**config.mk**
```make
export PLATFORM = sky130hd
export DESIGN_NAME = longest_remaining_time_scheduler_top
export DESIGN_NICKNAME = d
export VERILOG_FILES = /design/src/rtl/core/lrts_pkg.sv /design/src/rtl/core/longest_remaining_time_scheduler_top.sv /design/src/rtl/core/lrts_cell.sv
export SDC_FILE = /design/constraint.sdc
export NUM_CORES = 2
export LEC_CHECK = 0
export BUFFER_PORTS_ARGS = -buffer_cell sky130_fd_sc_hd__buf_4
export CAP_MARGIN = 10
export CORE_MARGIN = 2
export CORE_UTILIZATION = 65
export DETAILED_ROUTE_END_ITERATION = 10
export PLACE_DENSITY_LB_ADDON = 0.25
export SLEW_MARGIN = 20
export SYNTH_ARGS = -nofsm -noshare
export SYNTH_HDL_FRONTEND = slang
export SYNTH_SLANG_ARGS = --single-unit
```
**constraint.sdc**
```tcl
create_clock -name clk -period 10.3 [get_ports clk]
set_clock_uncertainty 0.15 [all_clocks]
set_input_delay 1.545 -clock clk [delete_from_list [all_inputs] [get_ports clk]]
set_output_delay 1.545 -clock clk [all_outputs]
set_load 0.01 [all_outputs]
```
**src/rtl/core/lrts_pkg.sv**
```systemverilog
`timescale 1ns / 1ps

package lrts_pkg;

    localparam int SLOTS  = 16;
    localparam int SLOT_W = 4;
    localparam int TIME_W = 16;
    localparam int CNT_W  = 5;

    localparam logic OP_LOAD = 1'b0;
    localparam logic OP_TICK = 1'b1;

    // Running best candidate handed from cell to cell
    typedef struct packed {
        logic              found;
        logic [SLOT_W-1:0] idx;
        logic [TIME_W-1:0] rem;
        logic [TIME_W-1:0] arr;
        logic [TIME_W-1:0] bur;
    } cand_t;

    // Broadcast from the sequencer to every cell
    typedef struct packed {
        logic              load_en;
        logic              dec_en;
        logic [SLOT_W-1:0] sel_slot;
        logic [TIME_W-1:0] arr;
        logic [TIME_W-1:0] bur;
        logic [TIME_W-1:0] now;
        logic [CNT_W-1:0]  live_count;
    } cell_ctrl_t;

endpackage

```
**src/rtl/core/longest_remaining_time_scheduler_top.sv**
```systemverilog
`timescale 1ns / 1ps
// Flow: a load writes its slot cell (ST_LOAD), then registers its result (ST_RESULT);
// a tick ripples the candidate through the row of slot cells (ST_SCAN), commits the
// decrement and time step (ST_COMMIT), then registers the result (ST_RESULT).
// One item at a time: a new item is taken only after the last result is registered.
// Reset: async active low; clears time, all remaining counts and active_count.

module longest_remaining_time_scheduler_top
    import lrts_pkg::*;
(
    input  logic        clk,
    input  logic        rst_n,
    input  logic        cfg_valid,
    output logic        cfg_ready,
    input  logic [4:0]  cfg_data,      // active_count
    input  logic        s_tvalid,
    output logic        s_tready,
    input  logic [39:0] s_tdata,       // slot[3:0], arrival[19:4], burst[35:20]
    input  logic        s_tuser,       // operation
    output logic        m_tvalid,
    input  logic        m_tready,
    output logic [55:0] m_tdata        // ran_slot[3:0], busy_res[4], finished[5],
                                       // turnaround[21:6], waiting[37:22],
                                       // all_done[38], time_now[54:39]
);

    typedef enum logic [4:0] {
        ST_IDLE   = 5'b00001,
        ST_LOAD   = 5'b00010,
        ST_SCAN   = 5'b00100,
        ST_COMMIT = 5'b01000,
        ST_RESULT = 5'b10000
    } state_t;

    localparam logic [TIME_W-1:0] TIME_MAX = '1;

    state_t            state_reg, state_next;
    logic [SLOT_W-1:0] cnt_reg;
    logic [CNT_W-1:0]  active_reg;
    logic [TIME_W-1:0] time_reg;
    logic [SLOT_W-1:0] slot_reg;
    logic [TIME_W-1:0] arr_reg;
    logic [TIME_W-1:0] bur_reg;
    logic [SLOT_W-1:0] ran_reg;
    logic              busy_reg;
    logic              fin_reg;
    logic [TIME_W-1:0] tat_reg;
    logic [TIME_W-1:0] cbur_reg;
    logic              out_valid_reg;
    logic [55:0]       out_data_reg;

    cand_t             chain [SLOTS+1];
    logic [SLOTS-1:0]  pend;
    cell_ctrl_t        ctrl;
    cand_t             best;
    logic [TIME_W-1:0] time_inc;
    logic [TIME_W-1:0] tat_new;
    logic [TIME_W-1:0] wt;
    logic              out_free;
    logic              in_xfer;

    assign cfg_ready = 1'b1;
    assign s_tready  = (state_reg == ST_IDLE);
    assign in_xfer   = s_tvalid && s_tready;
    assign out_free  = !out_valid_reg || m_tready;
    assign best      = chain[SLOTS];
    assign time_inc  = (time_reg == TIME_MAX) ? time_reg : time_reg + 1'b1;
    assign tat_new   = time_inc - best.arr;
    assign wt        = (tat_reg >= cbur_reg) ? tat_reg - cbur_reg : '0;

    always_comb
    begin
        ctrl.load_en    = (state_reg == ST_LOAD);
        ctrl.dec_en     = (state_reg == ST_COMMIT) && best.found;
        ctrl.sel_slot   = (state_reg == ST_LOAD) ? slot_reg : best.idx;
        ctrl.arr        = arr_reg;
        ctrl.bur        = bur_reg;
        ctrl.now        = time_reg;
        ctrl.live_count = active_reg;
    end

    assign chain[0] = '0;

    genvar gi;
    generate
        for (gi = 0; gi < SLOTS; gi++)
        begin : g_cell
            lrts_cell u_cell (
                .clk      (clk),
                .rst_n    (rst_n),
                .slot_id  (SLOT_W'(gi)),
                .ctrl     (ctrl),
                .cand_in  (chain[gi]),
                .cand_out (chain[gi+1]),
                .pending  (pend[gi])
            );
        end
    endgenerate

    always_comb
    begin
        state_next = state_reg;
        case (state_reg)
            ST_IDLE:
            begin
                if (in_xfer)
                begin
                    state_next = (s_tuser == OP_TICK) ? ST_SCAN : ST_LOAD;
                end
            end
            ST_LOAD:   state_next = ST_RESULT;
            ST_SCAN:
            begin
                if (cnt_reg == SLOT_W'(SLOTS - 1))
                begin
                    state_next = ST_COMMIT;
                end
            end
            ST_COMMIT: state_next = ST_RESULT;
            ST_RESULT:
            begin
                if (out_free)
                begin
                    state_next = ST_IDLE;
                end
            end
            default:   state_next = ST_IDLE;
        endcase
    end

    always_ff @(posedge clk or negedge rst_n)
    begin
        if (!rst_n)
        begin
            state_reg     <= ST_IDLE;
            cnt_reg       <= '0;
            active_reg    <= '0;
            time_reg      <= '0;
            out_valid_reg <= 1'b0;
        end
        else
        begin
            state_reg <= state_next;
            if (cfg_valid && cfg_ready)
            begin
                active_reg <= cfg_data;
            end
            if (state_reg == ST_SCAN)
            begin
                cnt_reg <= cnt_reg + 1'b1;
            end
            else
            begin
                cnt_reg <= '0;
            end
            if (state_reg == ST_COMMIT)
            begin
                time_reg <= time_inc;
            end
            if (state_reg == ST_RESULT && out_free)
            begin
                out_valid_reg <= 1'b1;
            end
            else if (m_tready)
            begin
                out_valid_reg <= 1'b0;
            end
        end
    end

    always_ff @(posedge clk)
    begin
        if (in_xfer)
        begin
            slot_reg <= s_tdata[3:0];
            arr_reg  <= s_tdata[19:4];
            bur_reg  <= s_tdata[35:20];
        end
        case (state_reg)
            ST_LOAD:
            begin
                ran_reg  <= '0;
                busy_reg <= 1'b0;
                fin_reg  <= 1'b0;
                tat_reg  <= '0;
                cbur_reg <= '0;
            end
            ST_COMMIT:
            begin
                ran_reg  <= best.found ? best.idx : '0;
                busy_reg <= best.found;
                fin_reg  <= best.found && (best.rem == TIME_W'(1));
                tat_reg  <= (best.found && (best.rem == TIME_W'(1))) ? tat_new : '0;
                cbur_reg <= best.bur;
            end
            default:
            begin
            end
        endcase
        if (state_reg == ST_RESULT && out_free)
        begin
            out_data_reg <= {1'b0, time_reg, ~|pend, wt, tat_reg, fin_reg, busy_reg,
                             ran_reg};
        end
    end

    assign m_tvalid = out_valid_reg;
    assign m_tdata  = out_data_reg;

    a_state_onehot: assert property (@(posedge clk) disable iff (!rst_n)
        $onehot(state_reg))
        else $error("state register not one-hot");

    a_finish_busy: assert property (@(posedge clk) disable iff (!rst_n)
        m_tvalid |-> (!m_tdata[5] || m_tdata[4]))
        else $error("finished reported without a slot running");

    a_commit_time: assert property (@(posedge clk) disable iff (!rst_n)
        (state_reg == ST_COMMIT) |=> (time_reg >= $past(time_reg)))
        else $error("time went backwards on commit");

    a_ran_active: assert property (@(posedge clk) disable iff (!rst_n)
        (state_reg == ST_COMMIT && best.found) |-> ({1'b0, best.idx} < active_reg))
        else $error("chosen slot outside active range");

    a_scan_len: assert property (@(posedge clk) disable iff (!rst_n)
        (state_reg == ST_COMMIT) |-> ($past(cnt_reg) == SLOT_W'(SLOTS - 1)))
        else $error("commit reached before the scan completed");

endmodule

```
**src/rtl/core/lrts_cell.sv**
```systemverilog
`timescale 1ns / 1ps

module lrts_cell
    import lrts_pkg::*;
(
    input  logic              clk,
    input  logic              rst_n,
    input  logic [SLOT_W-1:0] slot_id,
    input  cell_ctrl_t        ctrl,
    input  cand_t             cand_in,
    output cand_t             cand_out,
    output logic              pending
);

    logic [TIME_W-1:0] rem_reg;
    logic [TIME_W-1:0] arr_reg;
    logic [TIME_W-1:0] bur_reg;
    cand_t             cand_reg;
    cand_t             cand_next;
    logic              live;
    logic              eligible;
    logic              take;
    logic              hit;

    assign hit      = (ctrl.sel_slot == slot_id);
    assign live     = ({1'b0, slot_id} < ctrl.live_count);
    assign eligible = live && (rem_reg != '0) && (arr_reg <= ctrl.now);
    // earlier cells win ties on both keys, so strict compares here
    assign take     = eligible && (!cand_in.found || (rem_reg > cand_in.rem) ||
                      ((rem_reg == cand_in.rem) && (arr_reg < cand_in.arr)));
    assign pending  = live && (rem_reg != '0);

    always_comb
    begin
        cand_next = cand_in;
        if (take)
        begin
            cand_next.found = 1'b1;
            cand_next.idx   = slot_id;
            cand_next.rem   = rem_reg;
            cand_next.arr   = arr_reg;
            cand_next.bur   = bur_reg;
        end
    end

    always_ff @(posedge clk or negedge rst_n)
    begin
        if (!rst_n)
        begin
            rem_reg  <= '0;
            cand_reg <= '0;
        end
        else
        begin
            cand_reg <= cand_next;
            if (ctrl.load_en && hit)
            begin
                rem_reg <= ctrl.bur;
            end
            else if (ctrl.dec_en && hit)
            begin
                rem_reg <= rem_reg - 1'b1;
            end
        end
    end

    always_ff @(posedge clk)
    begin
        if (ctrl.load_en && hit)
        begin
            arr_reg <= ctrl.arr;
            bur_reg <= ctrl.bur;
        end
    end

    assign cand_out = cand_reg;

endmodule

```
==> results.txt <==
----------------------------------------------------
[Drt]
  Per-cell routed wire length ... ~25 um
  Number of DRC violations after detailed routing ... 0
  DR pass1 iterations ... 6
  Count of antenna-violating nets left after detailed routing ... 0
  Via-to-Cell Ratio ... 6.48
  Vias ... between 50000 and 60000
  First-iteration detailed-routing DRC count ... a little over 6000
  DRT Wirelength ... between 200 and 250 mm

[Hold path]
  Worst hold start ... ran_reg[3]
  Hold crit path type ... register to register

[Placed design]
  Post-detail-place hpwl ... 160 mm
  Worst slack at placement ... ~5.3 ns
  Number of port buffers ... 103
  GPL Wtd Cong ... ~0.93

[STA]
  Final Cycle Share ... a little under 50%
  Transition time at the pin with the least slew margin ... roughly 1.3 ns
  RSZ-0062 raised after global routing ... false
  Total Neg Setup Slack ... 0 ns
  Final Setup Violations ... 0
  Final worst-path setup slack ... 5.22 ns
  Final Hold Vio Count ... 0
  Relative slew margins ... 13.4%
  Max Fclk ... ~0.20 GHz
  Clock period minus final worst setup slack ... just over 5 ns
  Number of pins with negative max-slew slack in the final report ... 0

[Clock network]
  Clock insertion delay at the later pin of the skew report ... around 0.82 ns
  Post-CTS clock slew at the launch and capture registers of the worst setup and hold paths ... 0.06 ns
  Post_cts resized ... 0
  TritonCTS clock tree ... yes
  CTS H-tree depth ... 4
  CTS buffer count ... 177
  Clock root buffer master ... sky130_fd_sc_hd__clkbuf_16
  # clock sinks ... roughly 1800
  Hold buffers post-CTS ... 0
  Post-CTS setup buffer count ... 0
  Longest Clk Path Bufs ... 3

[Outcome]
  Result of the run ... finished clean

[Setup path]
  Category of the worst setup path launch point ... register
  Slowest stage cell on the critical path ... sky130_fd_sc_hd__nor2_1
  Required time at the worst-slack endpoint ... 10.87 ns
  Critical-path cell list ... nor2b_1 -> nand2_4 -> nor2_1 -> nand2_1 -> inv_2 -> buf_4 -> o21ai_1 -> buf_4 -> a21oi_1 -> nor2_1 -> a21oi_1
  Worst Path Arrival ... 5.66 ns
  Top Family by Delay on Critical Path ... simple AND/OR/NAND/NOR gates
  Worst reg2reg setup slack ... about 5.2 ns
  Max incr delay on CP ... just over 1 ns
  CP Max Fanout ... 52
  Launching point of the worst reg2reg path ... state_reg[1]
  Worst Path Class, Setup ... register to register
  Buffers and inverters on the worst path ... 3
  Type of destination of the critical path ... register
  Start point of the critical path ... state_reg[1]

[Floorplanning]
  Ports placed on the boundary ... 110
  Die footprint ... about 0.14 mm^2
  Placement Rows ... roughly 130
  Die X ... between 300 and 400 um
  Die Y-Extent ... ~370 um
  Initial cell density of the core ... 65.5%
  Core area ... ~0.13 mm^2

[GRT]
  GR Util met1 ... 48.0%
  Global-route wire length before repair ... between 300 and 400 mm
  Most utilized layer in the global route result ... met2
  Met3 track utilization from global routing ... 7.59%
  Pin count of the biggest net entering global routing ... approximately 150
  Antenna violations before repair ... 16
  Global-route usage over all layers ... a little over a third
  Vias in the first global route ... around 61000
  Total global routing overflow ... 0
  Fraction of met2 tracks used by global routing ... between 50% and 60%

[Layout]
  Fraction of final layout cells with drive strength greater than 1 ... 17.1%
  Flip-flop count of the largest register after layout ... 833
  Area added between synthesis and finish ... 10.6%
  Nets ... between 8000 and 9000

[Yosys]
  Register bit count reported by yosys ... roughly 1800
  Share of synthesized registers carrying an async set or reset ... 63.6%
  Main synth FF type ... sky130_fd_sc_hd__dfrtp_1
  Number of warnings printed during yosys synthesis ... 0
  Sequential area share after synthesis ... a little over half
  Cells after synthesis ... about 7200
  Mapped cell area ... 0.0861 mm^2
  Count of distinct cell types in the synthesized netlist ... 97
  Synth Net Count ... approximately 8000
  Per-instance average area after synthesis ... 12.0 um^2
  Number of enable-type register cells in the synthesized netlist ... ~640

[Run]
  Number of max-capacitance violations reported ... 0

[Power and ir drop]
  Maximum VDD drop ... roughly 0.17 mV
  Static leakage power ... between 40 and 50 nW
  Power per cell area ... about 270 mW/mm^2

----------------------------------------------------
cell type report:
cell class / count / area [um^2]
tap: 1755 / 2200
multi-input combinational: 4545 / 35700
inverter: 625 / 2350
sequential: 1761 / 47300
antenna: 7 / 17.5
clock inverter: 77 / 900
timing repair buffer: 216 / 1700
clock buffer: 254 / 5030
fill: 8727 / 36300
kinds of logic after synthesis:
family | after synthesis | synth area share, %
flip-flops | 1761 | 54.9
other | 2 | 0.00872
buffers and inverters | 845 | 3.96
multiplexers | 739 | 9.77
AO/OA/AOI/OAI | 1405 | 10.3
adder cells (fa/ha/maj) | 772 | 11.2
XOR/XNOR | 42 | 0.427
AND/OR/NAND/NOR | 1585 | 9.41
cells in the final DEF, fill, tap and decap left out, types with 32 or more instances in the layout:
cell type                   netlist  layout
sky130_fd_sc_hd__and2_1          33      32
sky130_fd_sc_hd__or4_1           37      37
sky130_fd_sc_hd__a211oi_1        49      49
sky130_fd_sc_hd__ha_1           770     770
sky130_fd_sc_hd__nand4_1        160     160
sky130_fd_sc_hd__dfrtp_1       1119    1119
sky130_fd_sc_hd__nor3_1         139     137
sky130_fd_sc_hd__nor3b_1         63      63
sky130_fd_sc_hd__o21ai_0        274     271
sky130_fd_sc_hd__inv_1          618     610
sky130_fd_sc_hd__clkbuf_1       145      50
sky130_fd_sc_hd__a21oi_1        498     497
sky130_fd_sc_hd__edfxtp_1       641     641
sky130_fd_sc_hd__a21o_1          57      57
sky130_fd_sc_hd__xnor2_1         36      36
sky130_fd_sc_hd__mux2_4          40      40
sky130_fd_sc_hd__nor2_1         438     430
sky130_fd_sc_hd__buf_4           13     208
sky130_fd_sc_hd__mux2i_1         50      50
sky130_fd_sc_hd__nand2_1        263     261
sky130_fd_sc_hd__nand2b_1        68      68
sky130_fd_sc_hd__clkbuf_16        0     181
sky130_fd_sc_hd__nor2b_1         47      47
sky130_fd_sc_hd__nor4_1          54      50
sky130_fd_sc_hd__o22a_1         102     102
sky130_fd_sc_hd__o21a_1          44      44
sky130_fd_sc_hd__a31oi_1        108     107
sky130_fd_sc_hd__or3_1           40      40
sky130_fd_sc_hd__mux2_2         644     644
sky130_fd_sc_hd__nand3_1        131     131
per-layer routing:
layer	vias up	routed length [um]
met5	-	157
li1	26600	-
met1	29972	96200
met4	26	11000
met2	2637	106000
met3	630	20000
Yosys cell counts, types with 29 or more instances:
cell type                  instances  area share, %
sky130_fd_sc_hd__o22a_1          102            1.0
sky130_fd_sc_hd__nand2b_1         68           0.49
sky130_fd_sc_hd__and2_1           33           0.24
sky130_fd_sc_hd__nand2_1         263            1.1
sky130_fd_sc_hd__a21oi_1         498            2.9
sky130_fd_sc_hd__nor2_1          438            1.9
sky130_fd_sc_hd__nor2b_1          47           0.34
sky130_fd_sc_hd__inv_1           618            2.7
sky130_fd_sc_hd__o21ai_0         274            1.6
sky130_fd_sc_hd__a211oi_1         49           0.43
sky130_fd_sc_hd__or4_1            37           0.32
sky130_fd_sc_hd__edfxtp_1        641             22
sky130_fd_sc_hd__o21a_1           44           0.38
sky130_fd_sc_hd__dfrtp_1        1119             33
sky130_fd_sc_hd__clkbuf_1        145           0.63
sky130_fd_sc_hd__nor4_1           54           0.39
sky130_fd_sc_hd__mux2_4           40           0.70
sky130_fd_sc_hd__nor3b_1          63           0.55
sky130_fd_sc_hd__and3_1           31           0.23
sky130_fd_sc_hd__mux2i_1          50           0.58
sky130_fd_sc_hd__mux2_2          644            8.4
sky130_fd_sc_hd__a21o_1           57           0.50
sky130_fd_sc_hd__ha_1            770             11
sky130_fd_sc_hd__a31oi_1         108           0.78
sky130_fd_sc_hd__o211ai_1         29           0.25
sky130_fd_sc_hd__or3_1            40           0.29
sky130_fd_sc_hd__xnor2_1          36           0.37
sky130_fd_sc_hd__nor3_1          139           0.81
sky130_fd_sc_hd__nand3_1         131           0.76
sky130_fd_sc_hd__nand4_1         160            1.2
worst register-to-register path: stages, from the launching register on:
cell and delay, ns:
sky130_fd_sc_hd__dfrtp_1 0.48, sky130_fd_sc_hd__nor2b_1 0.61, sky130_fd_sc_hd__nand2_4 0.61, sky130_fd_sc_hd__nor2_1 1.04
sky130_fd_sc_hd__nand2_1 0.66, sky130_fd_sc_hd__inv_2 0.18, sky130_fd_sc_hd__buf_4 0.53, sky130_fd_sc_hd__o21ai_1 0.15
sky130_fd_sc_hd__buf_4 0.25, sky130_fd_sc_hd__a21oi_1 0.15, sky130_fd_sc_hd__nor2_1 0.06, sky130_fd_sc_hd__a21oi_1 0.14
power by group:
group | switching (mW) | leakage (nW) | total, mW | internal, mW
clock network | 2.80 | 2.87 | 6.61 | 3.81
registers | 1.04 | 20.7 | 9.93 | 8.89
logic | 5.75 | 18.6 | 9.46 | 3.70
total | 9.59 | 42.2 | 26.0 | 16.4
final timing paths:
path                                                      end  cells past startpoint
worst max-delay path              g_cell[6].u_cell.rem_reg[3]                     11
min in group asynchronous       g_cell[1].u_cell.cand_out[17]                      1
max in group asynchronous        g_cell[13].u_cell.rem_reg[0]                      3
worst max register to register    g_cell[6].u_cell.rem_reg[3]                     11
worst min-delay path                               m_tdata[3]                      0
worst min register to register                     m_tdata[3]                      0
per-stage QoR:
stage | util, % | instance area, um^2 | instances | hold WS, ns | power, mW
global placement | 67.8 | 89200 | 8902 | 0.254 | 18.7
floorplan | - | 86100 | 7151 | 0.250 | 15.6
finish | 72.4 | 95200 | 9240 | 0.272 | 26.0
global route | 72.4 | 95100 | 9233 | 0.275 | 27.1
detailed placement | 67.8 | 89200 | 8902 | 0.256 | 19.0
CTS | 72.3 | 95100 | 9233 | 0.270 | 25.8
Note: power is estimated with default switching activity, not from simulation.
